$ cat src/hdl/xml_subset_tokenizer_macros.svh
// assertion macros for the xml subset tokenizer
// expects clk and rst_n in the scope of use
`ifndef XML_SUBSET_TOKENIZER_MACROS_SVH
`define XML_SUBSET_TOKENIZER_MACROS_SVH
`ifndef SYNTHESIS
`define XST_ASSERT_IMP(lbl, ante, cons) \
  lbl: assert property (@(posedge clk) disable iff (!rst_n) (ante) |-> (cons)) \
    else $error("xst assertion failed");
`define XST_ASSERT_NXT(lbl, ante, cons) \
  lbl: assert property (@(posedge clk) disable iff (!rst_n) (ante) |=> (cons)) \
    else $error("xst assertion failed");
`else
`define XST_ASSERT_IMP(lbl, ante, cons)
`define XST_ASSERT_NXT(lbl, ante, cons)
`endif
`endif

$ cat src/hdl/xst_pkg.sv
// types, codes and helpers for the xml subset tokenizer
// no dependencies
package xst_pkg;

  typedef enum logic [3:0] {
    M_TEXT       = 4'd0,
    M_LT         = 4'd1,
    M_BANG       = 4'd2,
    M_BANGDASH   = 4'd3,
    M_COMMENT    = 4'd4,
    M_PI         = 4'd5,
    M_DTD        = 4'd6,
    M_NAME_OPEN  = 4'd7,
    M_TAG        = 4'd8,
    M_SLASH      = 4'd9,
    M_ATTRNAME   = 4'd10,
    M_EQ         = 4'd11,
    M_QVAL       = 4'd12,
    M_UVAL       = 4'd13,
    M_ERR        = 4'd14,
    M_NAME_CLOSE = 4'd15
  } mode_t;

  typedef enum logic [2:0] {
    EV_BEGIN = 3'd0,
    EV_BYTE  = 3'd1,
    EV_END   = 3'd2,
    EV_EMPTY = 3'd3,
    EV_DOC   = 3'd4,
    EV_ERROR = 3'd5
  } ev_t;

  typedef enum logic [2:0] {
    K_TEXT  = 3'd0,
    K_OPEN  = 3'd1,
    K_CLOSE = 3'd2,
    K_ATTR  = 3'd3,
    K_VALUE = 3'd4
  } kind_t;

  localparam logic [1:0] ERR_NONE   = 2'd0;
  localparam logic [1:0] ERR_UNTERM = 2'd1;
  localparam logic [1:0] ERR_CHAR   = 2'd2;
  localparam logic [1:0] ERR_SPACE  = 2'd3;

  localparam logic [7:0] CH_LT    = 8'h3C;
  localparam logic [7:0] CH_GT    = 8'h3E;
  localparam logic [7:0] CH_BANG  = 8'h21;
  localparam logic [7:0] CH_QMARK = 8'h3F;
  localparam logic [7:0] CH_SLASH = 8'h2F;
  localparam logic [7:0] CH_DASH  = 8'h2D;
  localparam logic [7:0] CH_EQ    = 8'h3D;
  localparam logic [7:0] CH_DQ    = 8'h22;
  localparam logic [7:0] CH_SQ    = 8'h27;
  localparam logic [7:0] CH_SP    = 8'h20;
  localparam logic [7:0] CH_TAB   = 8'h09;
  localparam logic [7:0] CH_LF    = 8'h0A;
  localparam logic [7:0] CH_CR    = 8'h0D;

  localparam int unsigned MaxRes = 4;

  typedef struct packed {
    logic [7:0] data_byte;
    logic       end_of_text;
  } item_t;

  typedef struct packed {
    ev_t        ev;
    kind_t      kind;
    logic [7:0] data;
    logic [1:0] err;
  } res_t;

  typedef struct packed {
    res_t [MaxRes-1:0] slot;
    logic [2:0]        cnt;
  } bundle_t;

  function automatic logic is_ws(logic [7:0] c);
    return (c == CH_SP) || (c == CH_TAB) || (c == CH_LF) || (c == CH_CR);
  endfunction

  function automatic res_t mk_res(ev_t ev, kind_t kind, logic [7:0] data,
                                  logic [1:0] err);
    res_t r;
    r.ev   = ev;
    r.kind = kind;
    r.data = data;
    r.err  = err;
    return r;
  endfunction

  function automatic bundle_t push(bundle_t b, res_t r);
    bundle_t o;
    o = b;
    if (o.cnt < 3'(MaxRes)) begin
      o.slot[o.cnt[1:0]] = r;
      o.cnt = o.cnt + 3'd1;
    end
    return o;
  endfunction

endpackage

$ cat src/hdl/xml_subset_tokenizer.sv
// top level of the xml subset tokenizer: parser, two-entry result queue, output unroll
// depends on xst_pkg, xst_parse and xml_subset_tokenizer_macros.svh
//
// input channel: one text byte per transaction on in_tdata, or an end-of-text
// mark with in_tlast high (in_tdata is then ignored). the byte is parsed in the
// cycle it is accepted and all of its results (up to three) are written as
// one bundle into a two-entry queue; an input with no result writes nothing.
// output channel: one token event per transaction. out_tlast marks the last
// event caused by one input transaction; inputs that cause no event give none.
// an input's bundle is registered in the queue and offered once older bundles leave.
// throughput: one input per cycle while each input yields at most one event and
// the receiver is ready; an input with n events occupies the output for n
// transactions, and the queue depth of two bundles sets how far input may run ahead.
// when the receiver stalls, events hold on the port and in_tready drops once
// both queue entries are taken.
// reset (rst_n low at a clock edge) returns the parser to text mode and empties
// the queue; no clearing pass is needed.
`include "xml_subset_tokenizer_macros.svh"

module xml_subset_tokenizer (
  input  logic        clk,
  input  logic        rst_n,
  input  logic        in_tvalid,
  output logic        in_tready,
  input  logic [7:0]  in_tdata,   // data_byte
  input  logic        in_tlast,   // end_of_text
  output logic        out_tvalid,
  input  logic        out_tready,
  output logic [15:0] out_tdata,  // byte_out [7:0], error_code [9:8], zero fill
  output logic [5:0]  out_tuser,  // event_res [2:0], token_kind [5:3]
  output logic        out_tlast   // last_of_run
);

  logic             take;
  xst_pkg::item_t   item;
  xst_pkg::bundle_t res;
  xst_pkg::bundle_t q_r [2];
  xst_pkg::bundle_t head;
  xst_pkg::res_t    cur;
  logic             wr_ptr_r, rd_ptr_r;
  logic [1:0]       cnt_r, cnt_nxt;
  logic [1:0]       sidx_r, sidx_nxt;
  logic             push_q, pop_ev, pop_q;

  assign in_tready = (cnt_r != 2'd2);
  assign take      = in_tvalid && in_tready;
  assign item      = '{data_byte: in_tdata, end_of_text: in_tlast};

  xst_parse u_parse (
    .clk   (clk),
    .rst_n (rst_n),
    .take  (take),
    .item  (item),
    .res   (res)
  );

  assign push_q = take && (res.cnt != 3'd0);

  always_ff @(posedge clk) begin
    if (push_q) begin
      q_r[wr_ptr_r] <= res;
    end
  end

  assign head       = q_r[rd_ptr_r];
  assign cur        = head.slot[sidx_r];
  assign out_tvalid = (cnt_r != 2'd0);
  assign out_tlast  = (({1'b0, sidx_r} + 3'd1) == head.cnt);
  assign out_tdata  = {6'd0, cur.err, cur.data};
  assign out_tuser  = {cur.kind, cur.ev};

  assign pop_ev = out_tvalid && out_tready;
  assign pop_q  = pop_ev && out_tlast;

  always_comb begin
    cnt_nxt  = cnt_r;
    sidx_nxt = sidx_r;
    if (push_q && !pop_q) begin
      cnt_nxt = cnt_r + 2'd1;
    end else if (!push_q && pop_q) begin
      cnt_nxt = cnt_r - 2'd1;
    end
    if (pop_q) begin
      sidx_nxt = 2'd0;
    end else if (pop_ev) begin
      sidx_nxt = sidx_r + 2'd1;
    end
  end

  always_ff @(posedge clk) begin
    if (!rst_n) begin
      wr_ptr_r <= 1'b0;
      rd_ptr_r <= 1'b0;
      cnt_r    <= 2'd0;
      sidx_r   <= 2'd0;
    end else begin
      if (push_q) begin
        wr_ptr_r <= ~wr_ptr_r;
      end
      if (pop_q) begin
        rd_ptr_r <= ~rd_ptr_r;
      end
      cnt_r  <= cnt_nxt;
      sidx_r <= sidx_nxt;
    end
  end

  `XST_ASSERT_IMP(a_cnt_bound, 1'b1, cnt_r != 2'd3)
  `XST_ASSERT_IMP(a_head_nonempty, out_tvalid, head.cnt != 3'd0)
  `XST_ASSERT_IMP(a_slot_in_range, out_tvalid, {1'b0, sidx_r} < head.cnt)
  `XST_ASSERT_NXT(a_stall_holds, out_tvalid && !out_tready, out_tvalid && $stable(sidx_r))

endmodule

$ cat src/hdl/xst_parse.sv
// mode machine of the tokenizer: one byte per transaction in, a bundle of results out
// depends on xst_pkg
module xst_parse (
  input  logic             clk,
  input  logic             rst_n,
  input  logic             take,
  input  xst_pkg::item_t   item,
  output xst_pkg::bundle_t res
);

  xst_pkg::mode_t mode_r, mode_nxt;
  logic           qdbl_r, qdbl_nxt;
  logic [1:0]     dash_r, dash_nxt;
  logic           space_r, space_nxt;
  logic           tok_r, tok_nxt;

  always_ff @(posedge clk) begin
    if (!rst_n) begin
      mode_r  <= xst_pkg::M_TEXT;
      qdbl_r  <= 1'b0;
      dash_r  <= 2'd0;
      space_r <= 1'b0;
      tok_r   <= 1'b0;
    end else begin
      mode_r  <= mode_nxt;
      qdbl_r  <= qdbl_nxt;
      dash_r  <= dash_nxt;
      space_r <= space_nxt;
      tok_r   <= tok_nxt;
    end
  end

  always_comb begin
    xst_pkg::bundle_t b;
    logic [7:0]       c;
    logic             do_tag;
    logic             do_name;
    xst_pkg::kind_t   name_kind;
    b         = '0;
    c         = item.data_byte;
    do_tag    = 1'b0;
    do_name   = 1'b0;
    name_kind = xst_pkg::K_OPEN;
    mode_nxt  = mode_r;
    qdbl_nxt  = qdbl_r;
    dash_nxt  = dash_r;
    space_nxt = space_r;
    tok_nxt   = tok_r;
    if (take && item.end_of_text) begin
      case (mode_r)
        xst_pkg::M_TEXT: begin
          if (tok_r) begin
            b = xst_pkg::push(b, xst_pkg::mk_res(xst_pkg::EV_END, xst_pkg::K_TEXT, 8'd0,
                                                 xst_pkg::ERR_NONE));
          end
          b = xst_pkg::push(b, xst_pkg::mk_res(xst_pkg::EV_DOC, xst_pkg::K_TEXT, 8'd0,
                                               xst_pkg::ERR_NONE));
        end
        xst_pkg::M_TAG: begin
          if (space_r) begin
            b = xst_pkg::push(b, xst_pkg::mk_res(xst_pkg::EV_ERROR, xst_pkg::K_TEXT, 8'd0,
                                                 xst_pkg::ERR_SPACE));
          end else begin
            b = xst_pkg::push(b, xst_pkg::mk_res(xst_pkg::EV_DOC, xst_pkg::K_TEXT, 8'd0,
                                                 xst_pkg::ERR_NONE));
          end
        end
        xst_pkg::M_SLASH: begin
          b = xst_pkg::push(b, xst_pkg::mk_res(xst_pkg::EV_ERROR, xst_pkg::K_TEXT, 8'd0,
                                               xst_pkg::ERR_CHAR));
        end
        xst_pkg::M_ATTRNAME: begin
          b = xst_pkg::push(b, xst_pkg::mk_res(xst_pkg::EV_END, xst_pkg::K_ATTR, 8'd0,
                                               xst_pkg::ERR_NONE));
          b = xst_pkg::push(b, xst_pkg::mk_res(xst_pkg::EV_DOC, xst_pkg::K_TEXT, 8'd0,
                                               xst_pkg::ERR_NONE));
        end
        xst_pkg::M_EQ: begin
          b = xst_pkg::push(b, xst_pkg::mk_res(xst_pkg::EV_BEGIN, xst_pkg::K_VALUE, 8'd0,
                                               xst_pkg::ERR_NONE));
          b = xst_pkg::push(b, xst_pkg::mk_res(xst_pkg::EV_END, xst_pkg::K_VALUE, 8'd0,
                                               xst_pkg::ERR_NONE));
          b = xst_pkg::push(b, xst_pkg::mk_res(xst_pkg::EV_DOC, xst_pkg::K_TEXT, 8'd0,
                                               xst_pkg::ERR_NONE));
        end
        xst_pkg::M_UVAL: begin
          b = xst_pkg::push(b, xst_pkg::mk_res(xst_pkg::EV_END, xst_pkg::K_VALUE, 8'd0,
                                               xst_pkg::ERR_NONE));
          b = xst_pkg::push(b, xst_pkg::mk_res(xst_pkg::EV_DOC, xst_pkg::K_TEXT, 8'd0,
                                               xst_pkg::ERR_NONE));
        end
        xst_pkg::M_ERR: begin
        end
        default: begin
          b = xst_pkg::push(b, xst_pkg::mk_res(xst_pkg::EV_ERROR, xst_pkg::K_TEXT, 8'd0,
                                               xst_pkg::ERR_UNTERM));
        end
      endcase
      mode_nxt  = xst_pkg::M_TEXT;
      qdbl_nxt  = 1'b0;
      dash_nxt  = 2'd0;
      space_nxt = 1'b0;
      tok_nxt   = 1'b0;
    end else if (take) begin
      case (mode_r)
        xst_pkg::M_LT: begin
          if (c == xst_pkg::CH_BANG) begin
            mode_nxt = xst_pkg::M_BANG;
          end else if (c == xst_pkg::CH_QMARK) begin
            mode_nxt = xst_pkg::M_PI;
            dash_nxt = 2'd0;
          end else if (c == xst_pkg::CH_SLASH) begin
            b = xst_pkg::push(b, xst_pkg::mk_res(xst_pkg::EV_BEGIN, xst_pkg::K_CLOSE, 8'd0,
                                                 xst_pkg::ERR_NONE));
            tok_nxt  = 1'b1;
            mode_nxt = xst_pkg::M_NAME_CLOSE;
          end else begin
            b = xst_pkg::push(b, xst_pkg::mk_res(xst_pkg::EV_BEGIN, xst_pkg::K_OPEN, 8'd0,
                                                 xst_pkg::ERR_NONE));
            tok_nxt   = 1'b1;
            mode_nxt  = xst_pkg::M_NAME_OPEN;
            do_name   = 1'b1;
            name_kind = xst_pkg::K_OPEN;
          end
        end
        xst_pkg::M_BANG: begin
          if (c == xst_pkg::CH_DASH) begin
            mode_nxt = xst_pkg::M_BANGDASH;
          end else if (c == xst_pkg::CH_GT) begin
            mode_nxt = xst_pkg::M_TEXT;
          end else begin
            mode_nxt = xst_pkg::M_DTD;
          end
        end
        xst_pkg::M_BANGDASH: begin
          if (c == xst_pkg::CH_DASH) begin
            mode_nxt = xst_pkg::M_COMMENT;
            dash_nxt = 2'd0;
          end else if (c == xst_pkg::CH_GT) begin
            mode_nxt = xst_pkg::M_TEXT;
          end else begin
            mode_nxt = xst_pkg::M_DTD;
          end
        end
        xst_pkg::M_COMMENT: begin
          if (c == xst_pkg::CH_DASH) begin
            if (dash_r < 2'd2) begin
              dash_nxt = dash_r + 2'd1;
            end
          end else begin
            if (c == xst_pkg::CH_GT && dash_r == 2'd2) begin
              mode_nxt = xst_pkg::M_TEXT;
            end
            dash_nxt = 2'd0;
          end
        end
        xst_pkg::M_PI: begin
          if (c == xst_pkg::CH_QMARK) begin
            dash_nxt = 2'd1;
          end else begin
            if (c == xst_pkg::CH_GT && dash_r == 2'd1) begin
              mode_nxt = xst_pkg::M_TEXT;
            end
            dash_nxt = 2'd0;
          end
        end
        xst_pkg::M_DTD: begin
          if (c == xst_pkg::CH_GT) begin
            mode_nxt = xst_pkg::M_TEXT;
          end
        end
        xst_pkg::M_NAME_OPEN: begin
          do_name   = 1'b1;
          name_kind = xst_pkg::K_OPEN;
        end
        xst_pkg::M_NAME_CLOSE: begin
          do_name   = 1'b1;
          name_kind = xst_pkg::K_CLOSE;
        end
        xst_pkg::M_TAG: begin
          do_tag = 1'b1;
        end
        xst_pkg::M_SLASH: begin
          if (c == xst_pkg::CH_GT) begin
            b = xst_pkg::push(b, xst_pkg::mk_res(xst_pkg::EV_EMPTY, xst_pkg::K_TEXT, 8'd0,
                                                 xst_pkg::ERR_NONE));
            mode_nxt  = xst_pkg::M_TEXT;
            space_nxt = 1'b0;
          end else begin
            b = xst_pkg::push(b, xst_pkg::mk_res(xst_pkg::EV_ERROR, xst_pkg::K_TEXT, 8'd0,
                                                 xst_pkg::ERR_CHAR));
            mode_nxt = xst_pkg::M_ERR;
            tok_nxt  = 1'b0;
          end
        end
        xst_pkg::M_ATTRNAME: begin
          if (c == xst_pkg::CH_EQ) begin
            b = xst_pkg::push(b, xst_pkg::mk_res(xst_pkg::EV_END, xst_pkg::K_ATTR, 8'd0,
                                                 xst_pkg::ERR_NONE));
            tok_nxt  = 1'b0;
            mode_nxt = xst_pkg::M_EQ;
          end else if (xst_pkg::is_ws(c) || c == xst_pkg::CH_SLASH ||
                       c == xst_pkg::CH_GT) begin
            b = xst_pkg::push(b, xst_pkg::mk_res(xst_pkg::EV_END, xst_pkg::K_ATTR, 8'd0,
                                                 xst_pkg::ERR_NONE));
            tok_nxt   = 1'b0;
            mode_nxt  = xst_pkg::M_TAG;
            space_nxt = 1'b0;
            do_tag    = 1'b1;
          end else begin
            b = xst_pkg::push(b, xst_pkg::mk_res(xst_pkg::EV_BYTE, xst_pkg::K_ATTR, c,
                                                 xst_pkg::ERR_NONE));
          end
        end
        xst_pkg::M_EQ: begin
          b = xst_pkg::push(b, xst_pkg::mk_res(xst_pkg::EV_BEGIN, xst_pkg::K_VALUE, 8'd0,
                                               xst_pkg::ERR_NONE));
          tok_nxt = 1'b1;
          if (c == xst_pkg::CH_SQ || c == xst_pkg::CH_DQ) begin
            qdbl_nxt = (c == xst_pkg::CH_DQ);
            mode_nxt = xst_pkg::M_QVAL;
          end else if (xst_pkg::is_ws(c) || c == xst_pkg::CH_GT) begin
            b = xst_pkg::push(b, xst_pkg::mk_res(xst_pkg::EV_END, xst_pkg::K_VALUE, 8'd0,
                                                 xst_pkg::ERR_NONE));
            tok_nxt   = 1'b0;
            mode_nxt  = xst_pkg::M_TAG;
            space_nxt = 1'b0;
            do_tag    = 1'b1;
          end else begin
            b = xst_pkg::push(b, xst_pkg::mk_res(xst_pkg::EV_BYTE, xst_pkg::K_VALUE, c,
                                                 xst_pkg::ERR_NONE));
            mode_nxt = xst_pkg::M_UVAL;
          end
        end
        xst_pkg::M_QVAL: begin
          if (c == (qdbl_r ? xst_pkg::CH_DQ : xst_pkg::CH_SQ)) begin
            b = xst_pkg::push(b, xst_pkg::mk_res(xst_pkg::EV_END, xst_pkg::K_VALUE, 8'd0,
                                                 xst_pkg::ERR_NONE));
            tok_nxt   = 1'b0;
            mode_nxt  = xst_pkg::M_TAG;
            space_nxt = 1'b0;
          end else begin
            b = xst_pkg::push(b, xst_pkg::mk_res(xst_pkg::EV_BYTE, xst_pkg::K_VALUE, c,
                                                 xst_pkg::ERR_NONE));
          end
        end
        xst_pkg::M_UVAL: begin
          if (xst_pkg::is_ws(c) || c == xst_pkg::CH_GT) begin
            b = xst_pkg::push(b, xst_pkg::mk_res(xst_pkg::EV_END, xst_pkg::K_VALUE, 8'd0,
                                                 xst_pkg::ERR_NONE));
            tok_nxt   = 1'b0;
            mode_nxt  = xst_pkg::M_TAG;
            space_nxt = 1'b0;
            do_tag    = 1'b1;
          end else begin
            b = xst_pkg::push(b, xst_pkg::mk_res(xst_pkg::EV_BYTE, xst_pkg::K_VALUE, c,
                                                 xst_pkg::ERR_NONE));
          end
        end
        xst_pkg::M_ERR: begin
        end
        default: begin
          if (c == xst_pkg::CH_LT) begin
            if (tok_r) begin
              b = xst_pkg::push(b, xst_pkg::mk_res(xst_pkg::EV_END, xst_pkg::K_TEXT, 8'd0,
                                                   xst_pkg::ERR_NONE));
              tok_nxt = 1'b0;
            end
            mode_nxt = xst_pkg::M_LT;
          end else begin
            mode_nxt = xst_pkg::M_TEXT;
            if (!tok_r) begin
              b = xst_pkg::push(b, xst_pkg::mk_res(xst_pkg::EV_BEGIN, xst_pkg::K_TEXT, 8'd0,
                                                   xst_pkg::ERR_NONE));
              tok_nxt = 1'b1;
            end
            b = xst_pkg::push(b, xst_pkg::mk_res(xst_pkg::EV_BYTE, xst_pkg::K_TEXT, c,
                                                 xst_pkg::ERR_NONE));
          end
        end
      endcase

      // name byte: a delimiter closes the name and falls into the tag
      if (do_name) begin
        if (xst_pkg::is_ws(c) || c == xst_pkg::CH_SLASH || c == xst_pkg::CH_GT) begin
          b = xst_pkg::push(b, xst_pkg::mk_res(xst_pkg::EV_END, name_kind, 8'd0,
                                               xst_pkg::ERR_NONE));
          tok_nxt   = 1'b0;
          mode_nxt  = xst_pkg::M_TAG;
          space_nxt = 1'b0;
          do_tag    = 1'b1;
        end else begin
          b = xst_pkg::push(b, xst_pkg::mk_res(xst_pkg::EV_BYTE, name_kind, c,
                                               xst_pkg::ERR_NONE));
        end
      end

      // byte inside a tag, between tokens
      if (do_tag) begin
        if (xst_pkg::is_ws(c)) begin
          space_nxt = 1'b1;
        end else if (c == xst_pkg::CH_GT) begin
          mode_nxt  = xst_pkg::M_TEXT;
          space_nxt = 1'b0;
        end else if (c == xst_pkg::CH_SLASH) begin
          mode_nxt = xst_pkg::M_SLASH;
        end else if (c == xst_pkg::CH_EQ) begin
          b = xst_pkg::push(b, xst_pkg::mk_res(xst_pkg::EV_ERROR, xst_pkg::K_TEXT, 8'd0,
                                               xst_pkg::ERR_CHAR));
          mode_nxt = xst_pkg::M_ERR;
          tok_nxt  = 1'b0;
        end else begin
          b = xst_pkg::push(b, xst_pkg::mk_res(xst_pkg::EV_BEGIN, xst_pkg::K_ATTR, 8'd0,
                                               xst_pkg::ERR_NONE));
          b = xst_pkg::push(b, xst_pkg::mk_res(xst_pkg::EV_BYTE, xst_pkg::K_ATTR, c,
                                               xst_pkg::ERR_NONE));
          tok_nxt   = 1'b1;
          mode_nxt  = xst_pkg::M_ATTRNAME;
          space_nxt = 1'b0;
        end
      end
    end
    res = b;
  end

endmodule
$ cat config.mk
export PLATFORM = sky130hd
export DESIGN_NAME = xml_subset_tokenizer
export DESIGN_NICKNAME = d
export VERILOG_FILES = /design/src/hdl/xst_pkg.sv /design/src/hdl/xml_subset_tokenizer.sv /design/src/hdl/xst_parse.sv
export VERILOG_INCLUDE_DIRS = /design/src /design/src/hdl
export SDC_FILE = /design/constraint.sdc
export NUM_CORES = 1
export LEC_CHECK = 0
export ABC_AREA = 1
export BUFFER_PORTS_ARGS = -buffer_cell sky130_fd_sc_hd__buf_2
export CAP_MARGIN = 20
export CORE_MARGIN = 2
export CORE_UTILIZATION = 40
export DETAILED_ROUTE_END_ITERATION = 6
export PLACE_DENSITY = 0.64
export SYNTH_ARGS = -nofsm -noshare
export SYNTH_HDL_FRONTEND = slang
export SYNTH_SLANG_ARGS = --single-unit
$ cat constraint.sdc
create_clock -name clk -period 22 [get_ports clk]
set_clock_uncertainty 0.15 [all_clocks]
set_input_delay 4.4 -clock clk [delete_from_list [all_inputs] [get_ports clk]]
set_output_delay 4.4 -clock clk [all_outputs]
set_load 0.01 [all_outputs]
# Word-level counts from Yosys, hierarchy flattened
# Memory sizes are Yosys's and may differ from the RTL's. A register that Yosys moved wholly into a read port is not among the register bits.
# Index checks and enable logic that the tools add are counted.
dict set report word_totals {
  elab_cells 345
  out_inout_bits 25
  input_bits 13
  mem_count 1
  reg_bits 15
  ram_bits 134
}
dict set report op_classes {
  add_sub_neg 15
  n_reduce_logical 41
  bitwise 27
  n_eq_ne 37
  muxes 183
  order_cmp 32
}
# name words width read_ports rd_ports_with_merged_regs wr line
set mem_list {}
lappend mem_list {q_r 2 67 1 1 1 xml_subset_tokenizer.sv:37} ;# xst_pkg::bundle_t q_r [2];
# operator n
set ops {}
lappend ops {{2-to-1 mux 67 bit} 47}
lappend ops {{case mux 67 bit (7 select lines)} 2}
lappend ops {{bitwise mux 64 bit} 5}
lappend ops {{demux 16 bit (select 2 bit)} 10}
lappend ops {{inverter 60 bit} 4}
lappend ops {{2-to-1 mux 16 bit} 11}
lappend ops {{2-to-1 mux 19 bit} 9}
lappend ops {{inverter 56 bit} 3}
lappend ops {{AND 15 x 60 -> 60 bit} 2}
lappend ops {{AND 60 bit} 2}
lappend ops {{AND 14 x 56 -> 56 bit} 2}
lappend ops {{2-to-1 mux 4 bit} 22}
lappend ops {{== test 8 x 6 -> 1 bit (second input constant)} 10}
lappend ops {{2-to-1 mux 18 bit} 4}
lappend ops {{AND 56 bit} 1}
lappend ops {{AND 52 bit} 1}
lappend ops {{inverter 52 bit} 1}
lappend ops {{2-to-1 mux 1 bit} 50}
lappend ops {{case mux 4 bit (12 select lines)} 1}
lappend ops {{< comparator 2 x 3 -> 1 bit (second input constant)} 11}
lappend ops {{binary-select mux 16 bit (select 2 bit)} 1}
lappend ops {{== test 4 bit (second input constant)} 8}
lappend ops {{adder 3 x 1 -> 3 bit (second input constant)} 10}
lappend ops {{< comparator 3 bit (second input constant)} 10}
lappend ops {{44 further kinds} 108}

# Longest topological paths before layout
# Gate-level depths: netlist of the first run.
dict set report depth {
  word_depth 59
  depth_mapped 28
  depth_no_buf 28
}

# Cells and area by module
# From an unflattened synthesis of the first run, not the netlist that was laid out.
dict set report unflattened {
  cells_unflattened 991
  area_unflattened_um2 8413.1
}
# mod cells_each seq_area_each_um2 area_each_um2 instances
set modules_own_cells {}
lappend modules_own_cells {xml_subset_tokenizer 457 4164.0 5695.5 1}
lappend modules_own_cells {xst_parse 534 180.2 2717.6 1}

# Least setup slack after synthesis of the first run
# No wires, ideal clock.
dict set report synth_timing {
  path_kind {input-to-reg}
  startpoint {input in_tdata[6]}
  endpoint {memory q_r[0][0] (netlist name), enable pin}
  required_time_ns 21.350
  stages 22
  n_path_buf 0
  t_arrival_ns 9.845
  setup_ns 0.500
  slack_ns 11.505
  cell_sequence {inv_1 > nand2_1 > nor2_2 > nand2_1 > nand3_1 > nand3_1 > nand2_1 > inv_1 > ha_1 > nand2_1 > and2_4 > inv_1 > ha_1 > nand2_1 > nand2_1 > ha_1 > inv_1 > nor2_1 > o21ai_1 > a21oi_1 > nor2_2 > a21oi_1}
}
# item line
set synth_rtl {}
lappend synth_rtl {{from (decl)} xml_subset_tokenizer.sv:25} ;# input logic [7:0] in_tdata,
lappend synth_rtl {{to (decl)} xml_subset_tokenizer.sv:37}

==> reports/qor.yml, run 1 <==
yosys_warnings: 0
finalSetupTns_ns: 0
status: "finished with violations"
clk_pin_slew_ns: 0.06
syn_avg_cell_area_um2: 8.51
die-area_um2: 20600
cts.sinks: 138
postCtsSetupBuffers: 0
synth_edf_count: 122
worstReg2RegEnd: "q_r[1][20]"
r2r_start: "u_parse.mode_r[1]"
slew_headroom_pct: 43.6
async_flop_share_pct: 0
worst_slew_pin_slew_ns: 0.846
maxCapViolCount: 0
grt_max_degree: 63
clk_path_buf_depth: 2
rrSetupSlack_ns: 17.08
core_area_um2: 19300
cts_hold_buffers: 0
crit_fanout: 62
layout-drive-gt1-share_pct: 13.5
max_freq_mhz: 120
fp.dieH_um: 144
synth_area_leaders: "edfxtp_1 47%, nor2_1 8.5%, nand2_1 6.9%"
grt_pass1_wl_um: 33100
grt-ovfl-total: 0
multi_input_area_um2: 3320
cts_root_buf: "clkbuf_16"
fp.dieW_um: 144
drc: 11
synth_top_cell_by_area: "edfxtp_1"
ir_worst_vdd_uv: 66.5
n_fill_cell: 1857
io_buffers: 31
num_io_pins: 38
min_period_ns: 8.37
total_power_uw: 1110
initial_utilization_pct: 40.5
drt_iter0_markers: 645
num_antenna_cells: 0
timing.final.crit_share_pct: 38.0
hold_class: "reg -> reg"
syn_inst: 917
cp_data_arrival_time_ns: 8.27
drtPass1Iterations: 7
nets: 971
vias_per_cell: 5.40
ys_seq_area_share_pct: 51.1
swShare_pct: 38.4
rows: 51
grt_pass1_vias: 6148
switchingPower_uw: 425
cts_tree: "built"
cp-end-kind: "register"
clockPowerShare_pct: 25.6
vias: 6584
h-tree-depth: 4
wl_per_cell_um: 17.1
setup_viol: 0
seqPwrFrac_pct: 36.9
clk_latency_ns: 0.42
area_growth_pct: 12.7
p_comb_share_pct: 37.5
critPathLaunch: "in_tdata[7]"
netlist.area_leader.share_pct: 47.0
final_common_cell: "nor2_1"
slew_viol_final: 0
worstPathRequired_ns: 21.90
final_cell_mix: "176 x nor2_1, 144 x nand2_1, 122 x edfxtp_1, 108 x o21ai_0, 80 x inv_1"
crit_end: "q_r[1][20]"
rsz0062_at_grt: "false"
crit_path_start_kind: "input pin"
min-delay-start: "cnt_r[0]"
gr-usage-all-layers_pct: 21.2
dp_hpwl_um: 14300
cts_resized: 0
gp_congestion: 0.954
antenna_found_initial: 0
antenna_left: 0
regArea_um2: 3990
wl_um: 20900
reg2reg_depth: 23
synth_ff_type: "edfxtp_1"
synth.distinct_cells: 53
p_per_area_nw_per_um2: 126
leakage_uw: 0.00351
synth.cell_area_um2: 7800
p_int_uw: 682
hold_viol_final: 0
synth-seq-cells: 138
cts_made_buffers: 17
path_class: "in -> reg"
violations: "design-rule violations"
==> logic make-up (layout without fill, tap and decap cells) <==
group,count (synthesis),after routing,share of synthesized area (%)
other,1,6,0.0481
AOI/OAI and AO/OA,218,218,15.9
and+or+nand+nor,411,411,23.3
DFF,138,138,51.1
xor gates and xnor gates,2,2,0.225
adders and majority gates,16,16,2.57
buffers and inverters,131,164,6.86
==> cells in the mapped netlist (13+ instances only) <==
| master | instances |
|---|---|
| nand2_1 | 144 |
| a31oi_1 | 15 |
| nor2_1 | 176 |
| clkbuf_1 | 23 |
| o22ai_1 | 16 |
| inv_1 | 80 |
| edfxtp_1 | 122 |
| nand3_1 | 32 |
| o21ai_0 | 108 |
| dfxtp_1 | 16 |
| a21oi_1 | 43 |
| inv_2 | 13 |
| ha_1 | 16 |
==> per-layer routing <==
| layer | GRT usage (%) | up-vias | part of all wire (%) |
|---|---|---|---|
| met5 | 0 | - | 0 |
| met4 | 9.03 | 0 | 2.6 |
| met3 | 4.07 | 48 | 5.9 |
| met2 | 33.6 | 244 | 46 |
| met1 | 28.5 | 3102 | 45 |
| li1 | - | 3190 | - |
==> cell type report <==
cell class              count  area share [%]
clock buffers              17            4.84
clock inverters            15            1.88
inverters                  94            4.04
multi-input cells         653            37.8
flip-flops and latches    138            45.3
well taps                 265            3.77
repair buffers             38            2.36
==> flip-flops by register name (all words and copies together) (netlist names), 2 cells and up, named ones only <==
register	cells
q_r	122
cnt_r	2
u_parse.dash_r	2
sidx_r	2
u_parse.mode_r	4
==> how the worst min path moves through the flow <==
stage / end / slack, ns / depth (start not counted)
floorplan: cnt_r[0] / 0.27 / 1
global placement: cnt_r[0] / 0.28 / 1
detailed placement: cnt_r[0] / 0.29 / 1
CTS: cnt_r[0] / 0.30 / 1
global route: cnt_r[0] / 0.30 / 1
finish: cnt_r[0] / 0.30 / 1
==> power groups by stage <==
stage                     logic [µW]  registers (µW)  clock network (µW)
after detailed placement         416             414                   0
after CTS                        417             409                 287
after global routing             470             416                 299
final                            415             409                 284
after floorplan                  291             416                   0
after global placement           411             412                   0
==> through the flow <==
stage	instances	hold slack [ns]	utilization (%)	area [µm²]	setup slack (ns)
global placement	1188	0.282	42.5	8200	13.34
global route	1220	0.303	45.6	8790	13.27
detailed placement	1188	0.290	42.5	8200	13.23
finish	1220	0.298	45.6	8790	13.63
CTS	1220	0.298	45.6	8790	13.65
floorplan	922	0.272	-	7820	11.50
==> worst max-delay path: stages <==
cell and delay [ns]:
buf_2 0.11, inv_1 0.05, nand2_1 0.10, nor2_2 0.22, nand3_1 0.10, nor2_1 0.17
nor2_1 0.09, nor2_1 0.22, inv_1 0.11, ha_1 0.30, nand2_1 0.07, and2_4 0.15
inv_1 0.06, ha_1 0.27, nand2_1 0.05, nand2_1 0.12, ha_1 0.18, inv_1 0.06
nor2_1 0.10, o21ai_1 0.08, a21oi_1 0.24, nor2_2 0.14, a21oi_4 0.13, buf_4 0.64
Note: power is estimated with default switching activity, not from simulation.
==> inputs of run 2 (changes only) <==
--- a/config.mk
+++ b/config.mk
@@ -6,7 +6,7 @@
 export SDC_FILE = /design/constraint.sdc
 export NUM_CORES = 1
 export LEC_CHECK = 0
-export ABC_AREA = 1
+export ABC_AREA = 0
 export BUFFER_PORTS_ARGS = -buffer_cell sky130_fd_sc_hd__buf_2
 export CAP_MARGIN = 20
 export CORE_MARGIN = 2
==> constraint.sdc (replaced) <==
create_clock -name clk -period 7.7 [get_ports clk]
set_clock_uncertainty 0.15 [all_clocks]
set_input_delay 1.54 -clock clk [delete_from_list [all_inputs] [get_ports clk]]
set_output_delay 1.54 -clock clk [all_outputs]
set_load 0.01 [all_outputs]
==> run 2 against run 1 <==
  * The run now ends clean
  * Worst setup slack got worse by 12 ns
  * Final area decreased by 0.57%
  * Synthesized cell count decreased by 26%
  * Die area decreased by 0.56%
  * Register-to-register slack got worse by 15 ns
  * Final cell count decreased by 20%
  * Power increased to 2.6 times the previous value
  * Critical path type unchanged
  * Critical endpoint is now cnt_r[1]
  * Largest cell class unchanged
==> reports/qor.yml, run 2 <==
status: "finished clean"  # was finished with violations
p_per_area_nw_per_um2: 325  # was 126 nW/µm²
drt_iter0_markers: 599  # was 645
largest_reg_flops: 122  # unchanged
nets: 731  # was 971
synth.cell_area_um2: 7760  # was 7800 µm²
finalSetupTns_ns: 0  # unchanged
pre_cts_slack_ns: 1.37  # was 13.23 ns
hold_class: "reg -> reg"  # unchanged
antenna_found_initial: 0  # unchanged
min_period_ns: 5.97
dp_hpwl_um: 15000  # was 14300 µm
netlist.area_leader.share_pct: 47.2  # was 47.0%
vias: 5820  # was 6584
cts_root_buf: "clkbuf_16"  # unchanged
h-tree-depth: 4  # unchanged
synth_top_cell_by_area: "edfxtp_1"  # unchanged
met1_length_um: 9090  # was 9410 µm
synth_area_leaders: "edfxtp_1 47%, mux4_2 7.8%, dfxtp_1 4.1%"  # was edfxtp_1 47%, nor2_1 8.5%, nand2_1 6.9%
cts.sinks: 138  # unchanged
gr-usage-all-layers_pct: 21.5  # was 21.2%
setup_ws_ns: 1.73  # was 13.63 ns
cts_hold_buffers: 0  # unchanged
critical_path.slowest_cell: "nor4bb_1"  # was buf_4
synthTopCellsByCount: "122 x edfxtp_1, 69 x nor2_1, 57 x nand2_1"  # was 176 x nor2_1, 144 x nand2_1, 122 x edfxtp_1
final_common_cell: "edfxtp_1"  # was nor2_1
drc: 0  # was 11
slew_viol_final: 0  # unchanged
syn_inst: 678  # was 917
worstPathRequired_ns: 7.90  # was 21.90 ns
final_cell_mix: "122 x edfxtp_1, 69 x nor2_1, 57 x nand2_1, 40 x a21oi_1, 31 x buf_2"  # was 176 x nor2_1, 144 x nand2_1, 122 x edfxtp_1, 108 x o21ai_0, 80 x inv_1
wl_um: 21300  # was 20900 µm
crit_family: "compound AO/OA/AOI/OAI gates"  # was simple AND/OR/NAND/NOR gates
fp.dieH_um: 143  # was 144 µm
num_io_pins: 38  # unchanged
gp_congestion: 0.977  # was 0.954
vias_per_cell: 5.97  # was 5.40
synth.distinct_cells: 76  # was 53
core_area_um2: 18900  # was 19300 µm²
syn_avg_cell_area_um2: 11.4  # was 8.51 µm²
wl_per_cell_um: 21.9  # was 17.1 µm
crit_fanout: 15  # was 62
critPathMaxStageDelay_ns: 0.58  # was 0.64 ns
async_flop_share_pct: 0  # unchanged
fp.dieW_um: 143  # was 144 µm
met2_length_um: 10000  # was 9670 µm
ir_worst_vdd_uv: 177  # was 66.5 µV
dr_wl_met3_um: 1550  # was 1240 µm
hold_viol_final: 0  # unchanged
synth_most_common_cell: "edfxtp_1"  # was nor2_1
initial_utilization_pct: 41.1  # was 40.5%
cts_resized: 0  # unchanged
n_fill_cell: 1772  # was 1857
num_antenna_cells: 0  # unchanged
hold_slack_ns: 0.352  # was 0.298 ns
max_flop_register: "q_r"  # unchanged
grt_max_degree: 63  # unchanged
postCtsSetupBuffers: 0  # unchanged
io_buffers: 31  # unchanged
leakage_uw: 0.00299  # was 0.00351 µW
setup_viol: 0  # unchanged
max_freq_mhz: 167
clk_pin_slew_ns: 0.06  # about the same
timing.final.crit_share_pct: 77.5
crit_path_start_kind: "input pin"  # unchanged
cts_tree: "built"  # unchanged
rsz0062_at_grt: "false"  # unchanged
grt-ovfl-total: 0  # unchanged
antenna_left: 0  # unchanged
cp_data_arrival_time_ns: 6.18  # was 8.27 ns
path_cells: "buf_2 > nor4bb_1 > o211ai_1 > a21oi_1 > a21oi_1 > ha_1 > nand2_1 > nand2_1 > ha_1 > a31oi_1 > a41oi_2 > o311a_4 > or3_4 > ha_1 > or3_1 > a21oi_1"  # was buf_2 > inv_1 > nand2_1 > nor2_2 > nand3_1 > nor2_1 > nor2_1 > nor2_1 > inv_1 > ha_1 > nand2_1 > and2_4 > inv_1 > ha_1 > nand2_1 > nand2_1 > ha_1 > inv_1 > nor2_1 > o21ai_1 > a21oi_1 > nor2_2 > a21oi_4 > buf_4
cp_num_buf_inv: 1  # was 6
yosys_warnings: 0  # unchanged
die-area_um2: 20500  # was 20600 µm²
cp-end-kind: "register"  # unchanged
largestRegisters: "q_r: 122 flops, u_parse.mode_r: 4 flops"  # unchanged
cts_made_buffers: 17  # unchanged
grt_pass1_vias: 5760  # was 6148
topRoutingLayerUsed: "met4"  # unchanged
worst_slew_pin_slew_ns: 0.942  # was 0.846 ns
ys_seq_area_share_pct: 51.4  # was 51.1%
clk_latency_ns: 0.44  # was 0.42 ns
synth-seq-cells: 138  # unchanged
slew_headroom_pct: 36.8  # was 43.6%
maxCapViolCount: 0  # unchanged
synth_ff_type: "edfxtp_1"  # unchanged
drtPass1Iterations: 6  # was 7
path_class: "in -> reg"  # unchanged
area_growth_pct: 12.7  # about the same
synth_edf_count: 122  # unchanged
clk_path_buf_depth: 2  # unchanged
grt_pass1_wl_um: 32800  # was 33100 µm
layout-drive-gt1-share_pct: 19.9  # was 13.5%
rows: 50  # was 51
==> run 2: cell count changes after synthesis, sizes merged, moves of 7 or more <==
cell / previous run / this run
nor2b: 0 / 19
nor2: 188 / 71
mux4: 0 / 27
and3: 0 / 12
o21ai: 114 / 29
inv: 94 / 16
nand2b: 0 / 9
o22ai: 16 / 3
mux2: 0 / 13
nand2: 159 / 57
nand3: 35 / 19
o21a: 0 / 7
or2: 0 / 8
mux2i: 0 / 10
==> run 2: worst paths after layout <==
check / start / endpoint / slack, ns / cells after the start
max reg2reg: u_parse.mode_r[2] / cnt_r[1] / 2.43 / 15
min: cnt_r[1] / cnt_r[1] / 0.35 / 2
min reg2reg: cnt_r[1] / cnt_r[1] / 0.35 / 2
max: in_tdata[0] / cnt_r[1] / 1.73 / 16
==> run 2: layout make-up <==
type                            instances  area (µm²)  area share (%)
Sequential cell                       138        3990            45.6
Multi-Input combinational cell        486        3540            40.5
Clock buffer                           17         425            4.87
Tap cell                              260         325            3.72
Timing Repair Buffer                   43         270            3.09
Clock inverter                         15         134            1.53
Inverter                               16        60.1           0.687
==> run 2: kinds of logic (layout without fill, tap and decap cells) <==
kind of cell	after synthesis	count (layout)	synth area share [%]
multiplexers	50	50	11.0
adder cells (fa/ha/maj)	16	16	2.58
AO/OA/AOI/OAI	152	152	14.0
AND/OR/NAND/NOR	251	251	16.5
flip-flops	138	138	51.4
XOR/XNOR	11	11	1.24
buffers and inverters	59	91	3.26
other	1	6	0.0483
==> run 2: report_power, final <==
group | leakage [µW] | switching [µW] | internal, µW
sequential | 0.00131 | 48.8 | 1030
combinational | 0.00142 | 605 | 387
clock | 0.000267 | 347 | 424
==> run 2: layer usage <==
metal	global-route usage (%)	vias up
li1	-	2636
met1	27.7	2880
met2	34.8	255
met3	5.57	49
met4	8.20	0
met5	0	-
==> run 2: metrics by stage <==
step                instances  power, µW  instance area, µm²  util [%]
global route              975       2980                8740      46.3
detailed placement        943       2080                8180      43.3
global placement          943       2060                8180      43.3
floorplan                 683       1770                7770         -
CTS                       975       2860                8740      46.3
finish                    975       2840                8740      46.3
==> run 2: worst reg2reg max path: cells and delay by family (launching register included) <==
kind                       cells  cell delay [ns]
DFF                            1             0.30
adders and majority gates      3             0.96
and+or+nand+nor                6             1.92
AOI/OAI and AO/OA              5             1.61
buffers and inverters          1             0.24
